File: config.mk
export PLATFORM = sky130hd
export DESIGN_NAME = wpms_mod
export DESIGN_NICKNAME = d
export VERILOG_FILES = /design/src/rtl/wpms_pkg.sv /design/src/rtl/wpms_mod.sv
export SDC_FILE = /design/constraint.sdc
export NUM_CORES = 1
export LEC_CHECK = 0
export BUFFER_PORTS_ARGS = -buffer_cell sky130_fd_sc_hd__buf_2
export CAP_MARGIN = 10
export CORE_MARGIN = 2
export CORE_UTILIZATION = 58
export CTS_BUF_LIST = sky130_fd_sc_hd__clkbuf_4
export CTS_CLUSTER_DIAMETER = 80
export DETAILED_ROUTE_END_ITERATION = 10
export PLACE_DENSITY_LB_ADDON = 0.05
export SETUP_SLACK_MARGIN = 0.3
export SLEW_MARGIN = 20
export SYNTH_ARGS = -nofsm -noshare
export SYNTH_HDL_FRONTEND = slang
export SYNTH_SLANG_ARGS = --single-unit
File: constraint.sdc
create_clock -name clk -period 3.6 [get_ports clk]
set_input_delay 0.36 -clock clk [delete_from_list [all_inputs] [get_ports clk]]
set_output_delay 0.36 -clock clk [all_outputs]
set_load 0.005 [all_outputs]
File: src/rtl/wpms_pkg.sv
// ----------------------------------------------------------------------------
// wpms_pkg - shared types and constants for the wildcard pattern matcher
// Opcodes, controller states, cell link records and default sizes.
// ----------------------------------------------------------------------------
package wpms_pkg;

	localparam int SYM_W           = 16;
	localparam int SCORE_W         = 30;
	localparam int SQ_W            = 2 * SYM_W;
	localparam int MAX_PATTERN_DEF = 64;
	localparam int MODULUS_DEF     = 998244353;
	localparam int SUM_W_DEF       = SQ_W + $clog2(MAX_PATTERN_DEF);

	typedef enum logic [1:0] {
		OP_LOAD  = 2'd0,
		OP_TEXT  = 2'd1,
		OP_FLUSH = 2'd2,
		OP_CLEAR = 2'd3
	} opcode_t;

	typedef enum logic [1:0] {
		ST_IDLE,
		ST_SETTLE,
		ST_REDUCE,
		ST_EMIT
	} state_t;

	// pattern symbol handed from cell to cell
	typedef struct packed {
		logic [SYM_W-1:0] value;
		logic             wild;
		logic             vld;
	} pat_t;

	// text symbol handed from cell to cell
	typedef struct packed {
		logic [SYM_W-1:0] value;
		logic             vld;
	} txt_t;

	// controls broadcast to every cell of the row
	typedef struct packed {
		logic pat_shift;
		logic pat_clear;
		logic txt_shift;
		logic txt_clear;
		logic txt_vld_in;
	} cell_ctrl_t;

endpackage

File: src/rtl/wpms_mod.sv
// ----------------------------------------------------------------------------
// wpms_mod - modulo reduction by reciprocal multiplication
// Reduces the exact score sum modulo the constant modulus in three short
// stages: quotient estimate, multiply-subtract, one final correction.
// ----------------------------------------------------------------------------
module wpms_mod #(
	parameter int SUM_W   = wpms_pkg::SUM_W_DEF,
	parameter int MODULUS = wpms_pkg::MODULUS_DEF
) (
	input  logic                         clk,
	input  logic                         arst_n,
	input  logic                         start,
	input  logic [SUM_W-1:0]             sum,
	output logic                         busy,
	output logic [wpms_pkg::SCORE_W-1:0] score,
	output logic                         is_zero
);
	import wpms_pkg::*;

	localparam int RW = $clog2(MODULUS);
	localparam int EW = RW + SCORE_W;
	// floor(2^SUM_W / MODULUS): the quotient estimate is low by at most one,
	// so the first remainder stays below twice the modulus
	localparam logic [63:0]      RECIP     = (64'd1 << SUM_W) / 64'(MODULUS);
	localparam int               QW        = $clog2(RECIP + 1);
	localparam int               PW        = SUM_W + QW;
	localparam logic [QW-1:0]    RECIP_C   = QW'(RECIP);
	localparam logic [SUM_W-1:0] MOD_X     = SUM_W'(MODULUS);
	localparam logic [RW:0]      MOD_C     = (RW + 1)'(MODULUS);
	localparam logic [1:0]       STAGE_SUB = 2'd2;
	localparam logic [1:0]       STAGE_FIX = 2'd1;

	logic [1:0]       cnt_q;
	logic [SUM_W-1:0] x_s1;
	logic [QW-1:0]    q_s1;
	logic [RW:0]      r_s2;
	logic [RW-1:0]    rem_q;
	logic [PW-1:0]    prod;
	logic [SUM_W-1:0] qm;
	logic [SUM_W-1:0] x_rem;
	logic [RW:0]      r_sub;
	logic [RW-1:0]    rem_d;
	logic [EW-1:0]    rem_ext;

	assign prod  = PW'(sum) * PW'(RECIP_C);
	assign qm    = SUM_W'(q_s1) * MOD_X;
	assign x_rem = x_s1 - qm;
	assign r_sub = r_s2 - MOD_C;
	assign rem_d = (r_s2 >= MOD_C) ? r_sub[RW-1:0] : r_s2[RW-1:0];

	always_ff @(posedge clk or negedge arst_n) begin
		if (!arst_n) begin
			cnt_q <= '0;
		end else if (start) begin
			cnt_q <= STAGE_SUB;
		end else if (busy) begin
			cnt_q <= cnt_q - 1'b1;
		end
	end

	always_ff @(posedge clk) begin
		if (start) begin
			x_s1 <= sum;
			q_s1 <= prod[PW-1:SUM_W];
		end
		if (cnt_q == STAGE_SUB) begin
			r_s2 <= x_rem[RW:0];
		end
		if (cnt_q == STAGE_FIX) begin
			rem_q <= rem_d;
		end
	end

	assign busy    = (cnt_q != '0);
	assign rem_ext = EW'(rem_q);
	assign score   = rem_ext[SCORE_W-1:0];
	assign is_zero = (rem_q == '0);

endmodule

==> flow_summary_export.csv, run 1 <==
group,metric,value,unit
yosys,synth_top_area_cell,"sky130_fd_sc_hd__edfxtp_1",
placement,place_hpwl,16.8,mm
routing,finalWirelength,22.1,mm
critical_path,crit_arrival,4.13,ns
timing,min_period_over_period,1.08,
clocking,clock_sink_count,103,
run_status,violations,"negative setup slack",
cells_and_area,final.fill_count,1138,
critical_path,critical_path.endpoint_type,"flip-flop",
critical_path,crit_required,3.85,ns
die,effective_utilization_at_floorplan,0.589,
yosys,netlist_area,0.0101,mm^2
cells_and_area,nets,1452,
clocking,cts_inserted_buffers,9,
critical_path,crit_path_cell_trace,"fa_1, fa_1, ha_1, inv_2, fa_1, inv_2, fa_2, xor2_2, xnor2_1, xnor2_1, xnor2_1, xnor2_1",
routing,iteration_0_drc_count_of_the_detailed_router,227,
power_and_ir_drop,leakage_dissipation,6.05,nW
timing,grt_setup_unrepaired,"true",
die,std_cell_rows,48,
hold_path,timing.hold.worst.class,"in -> reg",
critical_path,critical_path.reg2reg.startpoint,"q_s1[0]",
critical_path,cp-startpoint,"q_s1[0]",
routing,post-route-drc-count,0,
yosys,synth-seq-cells,103,
clocking,cts.root.buffer_cell,"sky130_fd_sc_hd__clkbuf_4",
placement,dp_cells,1312,
routing,wire_per_inst,16.3,um
run,max-cap-violations,0,
die,design.core.area,0.0172,mm^2
timing,layout_min_cycle_time,3.88,ns
cells_and_area,share_of_layout_cells_above_drive_strength_1,0.346,
die,io_pins,73,
critical_path,critPathLaunchType,"flip-flop",
routing,post_drt_via_cell_ratio,5.24,
grt,grt_pass1_vias,7581,
critical_path,path_class,"reg -> reg",
critical_path,worst_path_max_delay_cell,"sky130_fd_sc_hd__fa_1",
yosys,postSynth.topFlopCell,"sky130_fd_sc_hd__edfxtp_1",
yosys,synthDistinctLibCells,51,
power_and_ir_drop,power-per-cell-area,873,mW/mm^2
yosys,synth-edff-count,101,
timing,finalSetupViolCount,4,
yosys,post_synth_main_area_contributors,"sky130_fd_sc_hd__edfxtp_1, sky130_fd_sc_hd__ha_1, sky130_fd_sc_hd__fa_1",
timing,worst_clock_skew,0.0149,ns
yosys,synthArstFlopShare,0.0194,
power_and_ir_drop,vdd.ir_drop.worst,1570,uV
grt,antenna_found_initial,1,
routing,vias,7113,
placement,routabilityCongestion,0.817,
critical_path,crit_family,"adder cells",
clocking,clkTransAtPathRegs,0.18,ns
yosys,synthDominantCellAreaShare,0.300,
clocking,cts.path.max_buffers,2,
cells_and_area,post_layout_nonfiller_instances,1357,
grt,grt_use_total,0.245,
critical_path,critical_path.most_common_cell,"sky130_fd_sc_hd__xnor2_1",
timing,max-slew-margin-rel,0.352,
clocking,insertion_delay_to_the_later_sink_of_the_worst_skew_pair,0.48,ns
grt,grt_max_degree,43,
timing,timing_hold_violations_final,0,
critical_path,slowest_delay,0.57,ns
grt,grt_overflow_total,0,
clocking,clock_tree.htree_level_count,3,
clocking,cts_tree,"yes",
power_and_ir_drop,total_power,11.8,mW
die,die_height,136,um
yosys,synthCells,931,
yosys,yosys_warnings,0,
hold_path,min-delay-start,"sum[25]",
grt,grt_first_pass_wirelength,35.2,mm
placement,port_buf_inserts,72,
die,die_area,0.0185,mm^2
timing,achievable_clock_frequency,258,MHz
run_status,outcome,"finished, violations left",
routing,antenna_violating_nets_left,0,
yosys,yosysSeqAreaShare,0.305,
cells_and_area,syn2layout_area_growth,33.2,%
timing,worst_slew_pin_slew,0.972,ns
routing,drt_pass1_iterations,5,
timing,slew_violations,0,
yosys,syn_nets,1257,
timing,final_critical_path_setup_slack,-0.281,ns
yosys,syn-mean-instance-area,10.9,um^2
critical_path,worstPathBufferInverterCount,2,
critical_path,critPathMaxFanout,4,
die,die-width,136,um
timing,holdWs,0.157,ns
## cells by family after synthesis
family | synth area share
buf+inv | 0.0860
xor+xnor | 0.0684
fa+ha+maj | 0.410
simple gates | 0.0844
flops | 0.305
compound gates | 0.0443
mux | 0.00210
## report_power, final
group          internal [mW]  switching (mW)  leakage, nW  total, mW
clock network          0.163           0.435       0.0726      0.598
logic                   4.44            4.36         4.99       8.79
registers               2.11           0.271        0.991       2.38
total                   6.71            5.06         6.05       11.8
## layout make-up
type,instances,area (um^2),share of cell area
Antenna cell,1,2.50,0.000186
Timing Repair Buffer,185,1430,0.106
Sequential cell,103,3080,0.229
Tap cell,225,282,0.0209
Clock buffer,9,67.6,0.00501
Inverter,229,860,0.0637
Multi-Input combinational cell,598,7690,0.571
Clock inverter,7,70.1,0.00520
## layout by cell type, fill, tap and decap left out, types with 6 or more instances in the layout
cell type / instances
sky130_fd_sc_hd__inv_1: 200
sky130_fd_sc_hd__ha_1: 119
sky130_fd_sc_hd__buf_4: 110
sky130_fd_sc_hd__edfxtp_1: 101
sky130_fd_sc_hd__ha_4: 84
sky130_fd_sc_hd__fa_1: 77
sky130_fd_sc_hd__buf_2: 52
sky130_fd_sc_hd__nor2_1: 40
sky130_fd_sc_hd__xnor2_1: 38
sky130_fd_sc_hd__xor2_1: 33
sky130_fd_sc_hd__inv_2: 29
sky130_fd_sc_hd__nand2_1: 18
sky130_fd_sc_hd__a21oi_1: 17
sky130_fd_sc_hd__buf_6: 12
sky130_fd_sc_hd__nor3_1: 11
sky130_fd_sc_hd__nand4_1: 11
sky130_fd_sc_hd__nand3_1: 9
sky130_fd_sc_hd__nor4_1: 9
sky130_fd_sc_hd__clkbuf_4: 9
sky130_fd_sc_hd__buf_12: 9
sky130_fd_sc_hd__o21ai_0: 7
sky130_fd_sc_hd__a21oi_2: 7
sky130_fd_sc_hd__nand2_2: 6
sky130_fd_sc_hd__xnor2_2: 6
sky130_fd_sc_hd__nand2b_1: 6
## registers in the layout (all words and copies together), names as in the netlist
| signal | count |
|---|---|
| q_s1 | 9 |
| x_s1 | 31 |
| cnt_q | 2 |
| r_s2 | 31 |
| score | 30 |
## metal layers
metal | routed length (um) | GRT usage | share of wire | vias to the layer above
met4 | 609 | 0.0862 | 0.028 | 0
li1 | - | - | - | 3506
met2 | 11900 | 0.453 | 0.54 | 122
met3 | 477 | 0.0235 | 0.022 | 37
met5 | 0 | 0 | 0 | -
met1 | 9040 | 0.296 | 0.41 | 3448
## worst paths after layout
kind / depth (start not counted) / end / slack, ns
hold / removal: 1 / x_s1[25] / 0.16
max in group asynchronous: 2 / cnt_q[0] / 3.35
hold reg to reg: 2 / cnt_q[0] / 0.61
setup reg to reg: 12 / r_s2[30] / -0.28
min in group asynchronous: 2 / cnt_q[1] / 0.17
setup / recovery: 12 / r_s2[30] / -0.28
## Yosys cell counts (2+ instances only)
cell type                     n
sky130_fd_sc_hd__inv_1      229
sky130_fd_sc_hd__ha_1       207
sky130_fd_sc_hd__edfxtp_1   101
sky130_fd_sc_hd__fa_1        78
sky130_fd_sc_hd__xnor2_1     44
sky130_fd_sc_hd__nor2_1      43
sky130_fd_sc_hd__xor2_1      35
sky130_fd_sc_hd__nand2_1     28
sky130_fd_sc_hd__a21oi_1     26
sky130_fd_sc_hd__nor3_1      15
sky130_fd_sc_hd__nor4_1      15
sky130_fd_sc_hd__o21ai_0     15
sky130_fd_sc_hd__nand3_1     13
sky130_fd_sc_hd__nand4_1     11
sky130_fd_sc_hd__nand2b_1     6
sky130_fd_sc_hd__a31oi_1      5
sky130_fd_sc_hd__o211ai_1     5
sky130_fd_sc_hd__a21o_1       4
sky130_fd_sc_hd__nand3b_1     3
sky130_fd_sc_hd__o21bai_1     3
sky130_fd_sc_hd__o31ai_1      3
sky130_fd_sc_hd__or2_2        3
sky130_fd_sc_hd__or3_1        3
sky130_fd_sc_hd__a2111oi_0    2
sky130_fd_sc_hd__a211oi_1     2
sky130_fd_sc_hd__and3_1       2
sky130_fd_sc_hd__dfrtp_1      2
sky130_fd_sc_hd__nand4b_1     2
sky130_fd_sc_hd__nor2b_1      2
sky130_fd_sc_hd__o22ai_1      2
sky130_fd_sc_hd__or4_1        2
## timing repair
| item | 4_1_cts | 5_1_grt |
|---|---|---|
| hold buffers | 1 | 0 |
| hold endpoints to repair | 2 | 0 |
| gates resized for setup | 108 | 71 |
| pin swaps | 60 | 43 |
| endpoints found under the setup margin | 31 | 54 |
| setup buffers | 14 | 13 |
## through the flow
stage	setup WS [ns]	area (um^2)	util	setup TNS, ns
final	-0.281	13500	0.785	-0.395
after global routing	-0.394	13500	0.785	-1.07
after CTS	-0.212	13000	0.758	-0.244
after detailed placement	-0.545	12100	0.704	-3.92
after global placement	-0.439	12100	0.704	-3.24
after floorplan	-0.0344	10800	-	-0.0861
(Power assumes the default switching activity.)
==> inputs of run 2 (changes only) <==
--- a/config.mk
+++ b/config.mk
@@ -12,7 +12,7 @@
 export CTS_BUF_LIST = sky130_fd_sc_hd__clkbuf_4
 export CTS_CLUSTER_DIAMETER = 80
 export DETAILED_ROUTE_END_ITERATION = 10
-export PLACE_DENSITY_LB_ADDON = 0.05
+export PLACE_DENSITY_LB_ADDON = 0.12
 export SETUP_SLACK_MARGIN = 0.3
 export SLEW_MARGIN = 20
 export SYNTH_ARGS = -nofsm -noshare
==> flow_summary_export.csv, run 2 (synthesis gave the netlist of run 1 again) <==
group,metric,value,unit
die,effective_utilization_at_floorplan,0.589,
timing,holdWs,0.145,ns
critical_path,crit_arrival,4.12,ns
die,die_height,136,um
routing,post-route-drc-count,0,
timing,layout_min_cycle_time,3.87,ns
cells_and_area,finish.utilization,0.801,
timing,setup_tns,-0.433,ns
hold_path,timing.hold.worst.class,"in -> async",
critical_path,worstReg2RegEnd,"r_s2[30]",
timing,min_period_over_period,1.07,
critical_path,critPathMaxFanout,4,
power_and_ir_drop,switching_share,0.430,
routing,drt_pass1_iterations,5,
critical_path,r2r_slack,-0.27,ns
critical_path,critical_path.reg2reg.startpoint,"q_s1[0]",
die,io_pins,73,
power_and_ir_drop,leakage_dissipation,6.09,nW
clocking,clock_sink_count,103,
clocking,cts.path.max_buffers,2,
run,max-cap-violations,0,
run_status,outcome,"finished, violations left",
placement,placement.setup.worst_slack,-0.529,ns
power_and_ir_drop,power-per-cell-area,861,mW/mm^2
cells_and_area,nets,1453,
cells_and_area,final_common_cell,"sky130_fd_sc_hd__inv_1",
power_and_ir_drop,total_power,11.8,mW
die,die_area,0.0185,mm^2
clocking,cts.root.buffer_cell,"sky130_fd_sc_hd__clkbuf_4",
routing,antenna_violating_nets_left,0,
power_and_ir_drop,p_sw,5.08,mW
cells_and_area,share_of_layout_cells_above_drive_strength_1,0.369,
clocking,cts_tree,"yes",
grt,grt_pass1_vias,7509,
run_status,violations,"negative setup slack",
cells_and_area,final_cell_mix,"sky130_fd_sc_hd__inv_1, sky130_fd_sc_hd__buf_4, sky130_fd_sc_hd__ha_4, sky130_fd_sc_hd__edfxtp_1, sky130_fd_sc_hd__ha_1",
clocking,insertion_delay_to_the_later_sink_of_the_worst_skew_pair,0.49,ns
power_and_ir_drop,p_int,6.75,mW
placement,place_hpwl,17.1,mm
timing,finalSetupViolCount,5,
timing,grt_setup_unrepaired,"true",
grt,grt_use_total,0.246,
cells_and_area,final_cell_area,0.0138,mm^2
cells_and_area,final.fill_count,985,
power_and_ir_drop,vdd.ir_drop.worst,1080,uV
critical_path,cp-startpoint,"q_s1[0]",
die,design.core.area,0.0172,mm^2
power_and_ir_drop,pwr-share-seq,0.201,
die,std_cell_rows,48,
critical_path,critPathLaunchType,"flip-flop",
clocking,cts_inserted_buffers,9,
timing,slew_violations,0,
cells_and_area,post_layout_nonfiller_instances,1358,
grt,grt_max_degree,43,
critical_path,crit_required,3.85,ns
timing,timing_hold_violations_final,0,
grt,grt_first_pass_wirelength,35.3,mm
timing,worst_slew_pin_slew,0.896,ns
routing,finalWirelength,23.1,mm
timing,max-slew-margin-rel,0.402,
placement,placement.cell_area,0.0121,mm^2
grt,grt_overflow_total,0,
timing,achievable_clock_frequency,258,MHz
routing,vias,7195,
grt,antenna_found_initial,0,
cells_and_area,syn2layout_area_growth,35.9,%
placement,routabilityCongestion,0.812,
routing,iteration_0_drc_count_of_the_detailed_router,268,
die,die-width,136,um
critical_path,path_class,"reg -> reg",
placement,port_buf_inserts,72,
timing,final_critical_path_setup_slack,-0.270,ns
clocking,clock_tree.htree_level_count,3,
critical_path,critical_path.endpoint_type,"flip-flop",
critical_path,cp-endpoint,"r_s2[30]",
routing,post_drt_via_cell_ratio,5.30,
placement,dp_cells,1312,
critical_path,timing.reg2reg.worst_path_depth,12,
routing,wire_per_inst,17.0,um
clocking,clkTransAtPathRegs,0.19,ns
power_and_ir_drop,comb_power_share,0.748,
power_and_ir_drop,power.share.clock,0.051,
timing,worst_clock_skew,0.0191,ns
-- run 2: changes by cell type in the layout (fill, tap and decap cells not counted), moves of 2 or more --
| cell | change |
|---|---|
| sky130_fd_sc_hd__buf_12 | -6 |
| sky130_fd_sc_hd__buf_6 | +11 |
| sky130_fd_sc_hd__buf_2 | -6 |
| sky130_fd_sc_hd__nand2_2 | -2 |
| sky130_fd_sc_hd__inv_6 | -3 |
| sky130_fd_sc_hd__ha_4 | +19 |
| sky130_fd_sc_hd__nor2_1 | -2 |
| sky130_fd_sc_hd__clkinv_8 | +2 |
| sky130_fd_sc_hd__clkbuf_4 | +2 |
| sky130_fd_sc_hd__o21ai_2 | +3 |
| sky130_fd_sc_hd__ha_1 | -19 |
| sky130_fd_sc_hd__inv_2 | -2 |
| sky130_fd_sc_hd__nand2_4 | +2 |
-- run 2: what timing repair did --
action / in CTS / in global routing
pin swaps: 55 / 69
hold endpoints to repair: 2 / 0
endpoints found under the setup margin: 29 / 50
gates resized for setup: 90 / 116
hold buffers: 1 / 0
buffers inserted: 11 / 17
-- run 2: cell type report --
class                      instances  area (um^2)  share of cell area
antenna                            1         2.50            0.000182
clock buffer                       9         67.6             0.00491
clock inverter                     7         85.1             0.00619
inverter                         229          862              0.0627
multi-input combinational        598         7950               0.578
sequential                       103         3080               0.224
tap                              225          282              0.0205
timing repair buffer             186         1420               0.103
-- run 2: how the worst min path moves through the flow --
stage          endpoint  slack, ns  cells past startpoint
2_1_floorplan  cnt_q[0]       0.06                      0
3_3_place_gp   cnt_q[0]       0.14                      1
3_5_place_dp   cnt_q[1]       0.15                      1
4_1_cts        x_s1[28]       0.11                      1
5_1_grt        cnt_q[0]       0.10                      2
6_report       cnt_q[1]       0.14                      2
-- run 2: layer usage --
metal | GRT usage | vias up | part of all wire
met5 | 0 | - | 0
met4 | 0.0828 | 0 | 0.032
met3 | 0.0250 | 49 | 0.025
met2 | 0.456 | 142 | 0.53
met1 | 0.298 | 3493 | 0.41
li1 | - | 3511 | -
-- run 2: critical path, stage by stage, from the launching register on --
cell and delay (ns):
sky130_fd_sc_hd__edfxtp_1 0.56, sky130_fd_sc_hd__fa_1 0.60, sky130_fd_sc_hd__fa_1 0.44, sky130_fd_sc_hd__ha_1 0.31, sky130_fd_sc_hd__inv_2 0.04, sky130_fd_sc_hd__fa_1 0.51, sky130_fd_sc_hd__inv_1 0.06, sky130_fd_sc_hd__fa_2 0.36
sky130_fd_sc_hd__xor2_2 0.17, sky130_fd_sc_hd__xnor2_1 0.17, sky130_fd_sc_hd__xnor2_1 0.16, sky130_fd_sc_hd__xnor2_1 0.17, sky130_fd_sc_hd__xnor2_1 0.10
-- run 2: power groups by stage --
stage | combinational (mW) | sequential (mW) | clock [mW]
final | 8.85 | 2.38 | 0.606
after global routing | 9.88 | 2.43 | 0.662
after CTS | 8.14 | 2.38 | 0.617
after detailed placement | 7.73 | 2.40 | 0
after global placement | 7.46 | 2.39 | 0
after floorplan | 5.76 | 2.35 | 0
==> inputs of run 3 (changes only) <==
--- a/config.mk
+++ b/config.mk
@@ -12,7 +12,7 @@
 export CTS_BUF_LIST = sky130_fd_sc_hd__clkbuf_4
 export CTS_CLUSTER_DIAMETER = 80
 export DETAILED_ROUTE_END_ITERATION = 10
-export PLACE_DENSITY_LB_ADDON = 0.12
+export PLACE_DENSITY = 0.88
 export SETUP_SLACK_MARGIN = 0.3
 export SLEW_MARGIN = 20
 export SYNTH_ARGS = -nofsm -noshare
==> constraint.sdc (replaced) <==
create_clock -name clk -period 3.6 [get_ports clk]
set_input_delay 0.54 -clock clk [delete_from_list [all_inputs] [get_ports clk]]
set_output_delay 0.54 -clock clk [all_outputs]
set_load 0.005 [all_outputs]
==> flow_summary_export.csv, run 3 (synthesis gave the netlist of run 1 again) <==
group,metric,value,unit
run_status,outcome,"finished, violations left",
run_status,violations,"negative setup slack",
placement,port_buf_inserts,72,
timing,max-slew-margin-rel,0.358,
cells_and_area,syn2layout_area_growth,36.9,%
power_and_ir_drop,vdd.ir_drop.worst,1020,uV
routing,post-route-drc-count,0,
grt,grt_pass1_vias,8459,
clocking,cts.path.max_buffers,2,
critical_path,path_class,"in -> reg",
placement,routabilityCongestion,0.867,
critical_path,timing.reg2reg.worst_path_depth,12,
die,std_cell_rows,48,
critical_path,critPathMaxFanout,3,
cells_and_area,final_common_cell,"sky130_fd_sc_hd__inv_1",
hold_path,hold_path_depth,2,
routing,vias,8189,
critical_path,crit_required,3.91,ns
run,max-cap-violations,0,
die,die_area,0.0185,mm^2
timing,setup_tns,-3.78,ns
die,die-width,136,um
timing,slew_violations,0,
grt,grt_max_degree,43,
placement,place_hpwl,18.1,mm
cells_and_area,nets,1457,
routing,drt_pass1_iterations,5,
clocking,insertion_delay_to_the_later_sink_of_the_worst_skew_pair,0.53,ns
die,die_height,136,um
grt,grt_overflow_total,0,
timing,achievable_clock_frequency,250,MHz
die,design.core.area,0.0172,mm^2
timing,timing_hold_violations_final,0,
clocking,clock_sink_count,103,
routing,antenna_violating_nets_left,0,
power_and_ir_drop,total_power,12.9,mW
timing,worst_clock_skew,0.0340,ns
cells_and_area,final_cell_mix,"sky130_fd_sc_hd__inv_1, sky130_fd_sc_hd__buf_4, sky130_fd_sc_hd__ha_4, sky130_fd_sc_hd__edfxtp_1, sky130_fd_sc_hd__ha_1",
timing,finalSetupViolCount,15,
die,io_pins,73,
routing,post_drt_via_cell_ratio,6.01,
clocking,cts.root.buffer_cell,"sky130_fd_sc_hd__clkbuf_4",
timing,layout_min_cycle_time,4.01,ns
grt,grt_first_pass_wirelength,42.0,mm
critical_path,critical_path.endpoint_type,"flip-flop",
cells_and_area,finish.utilization,0.807,
cells_and_area,share_of_layout_cells_above_drive_strength_1,0.374,
timing,min_period_over_period,1.11,
clocking,cts_tree,"yes",
clocking,cts_inserted_buffers,9,
routing,iteration_0_drc_count_of_the_detailed_router,855,
critical_path,crit_arrival,4.31,ns
timing,grt_setup_unrepaired,"true",
critical_path,critPathLaunchType,"input pin",
timing,final_critical_path_setup_slack,-0.406,ns
grt,antenna_found_initial,1,
power_and_ir_drop,leakage_dissipation,6.08,nW
hold_path,timing.hold.worst.class,"in -> reg",
timing,worst_slew_pin_slew,0.963,ns
power_and_ir_drop,power-per-cell-area,932,mW/mm^2
grt,grt_use_total,0.298,
clocking,clock_tree.htree_level_count,3,
die,effective_utilization_at_floorplan,0.589,
clocking,clkTransAtPathRegs,0.20,ns
routing,wire_per_inst,22.6,um
routing,finalWirelength,30.7,mm
==> run 3: cell types whose count changed in the layout (fill, tap and decap cells not counted), sizes merged <==
cell    previous run  this run
buf              183       187
clkinv             4         3
bufinv             0         1
==> run 3: layer usage <==
metal  share of wire  track usage
met1            0.36        0.331
met4           0.071        0.172
met5               0            0
met3           0.066       0.0391
met2            0.51        0.544
==> run 3: worst max-delay path, stage by stage <==
cell and delay, ns:
sky130_fd_sc_hd__buf_6 0.12, sky130_fd_sc_hd__ha_4 0.28, sky130_fd_sc_hd__ha_4 0.19, sky130_fd_sc_hd__fa_1 0.47, sky130_fd_sc_hd__inv_1 0.05, sky130_fd_sc_hd__fa_1 0.58, sky130_fd_sc_hd__inv_2 0.07, sky130_fd_sc_hd__ha_4 0.28
sky130_fd_sc_hd__nand4_1 0.16, sky130_fd_sc_hd__nor4_4 0.40, sky130_fd_sc_hd__nand4_1 0.21, sky130_fd_sc_hd__o22ai_4 0.18, sky130_fd_sc_hd__o21ai_2 0.09, sky130_fd_sc_hd__buf_6 0.12, sky130_fd_sc_hd__o211ai_1 0.27, sky130_fd_sc_hd__a21oi_1 0.13
sky130_fd_sc_hd__xnor2_1 0.16
==> run 3: worst paths after layout <==
path,startpoint,end,slack (ns)
min in group asynchronous,arst_n,cnt_q[1],0.33
max reg2reg,q_s1[0],r_s2[30],-0.40
min reg2reg,r_s2[7],score[7],0.62
max in group asynchronous,arst_n,cnt_q[0],3.18
min,sum[13],x_s1[13],0.30
max,sum[30],q_s1[5],-0.41
==> run 3: layout make-up <==
cell class	instances	area, um^2
fillers	817	3320
clock inverters	7	91.3
well taps	225	282
repair buffers	190	1470
diodes	1	2.50
clock buffers	9	67.6
flip-flops and latches	103	3080
inverters	229	862
multi-input cells	598	8010
==> run 3: stage by stage <==
step	std cells	setup WS, ns	cell area (um^2)	hold slack (ns)
final	1362	-0.406	13900	0.301
after global routing	1362	-0.500	13900	0.289
after CTS	1335	-0.284	13100	0.294
after detailed placement	1310	-0.751	12100	0.331
after global placement	1310	-0.587	12100	0.324
after floorplan	931	-0.213	10800	0.244
==> run 3: power by group <==
group / total [mW] / internal (mW) / switching, mW
sequential: 2.43 / 2.11 / 0.323
combinational: 9.80 / 4.80 / 5.00
clock: 0.683 / 0.227 / 0.456
total: 12.9 / 7.14 / 5.78
==> run 3: repair_timing <==
item / in CTS / in global routing
pin swaps: 58 / 66
setup endpoints to repair: 27 / 43
buffers inserted: 8 / 26
resized for setup: 119 / 105
endpoints found under the hold margin: 2 / 0
hold buffers: 1 / 0
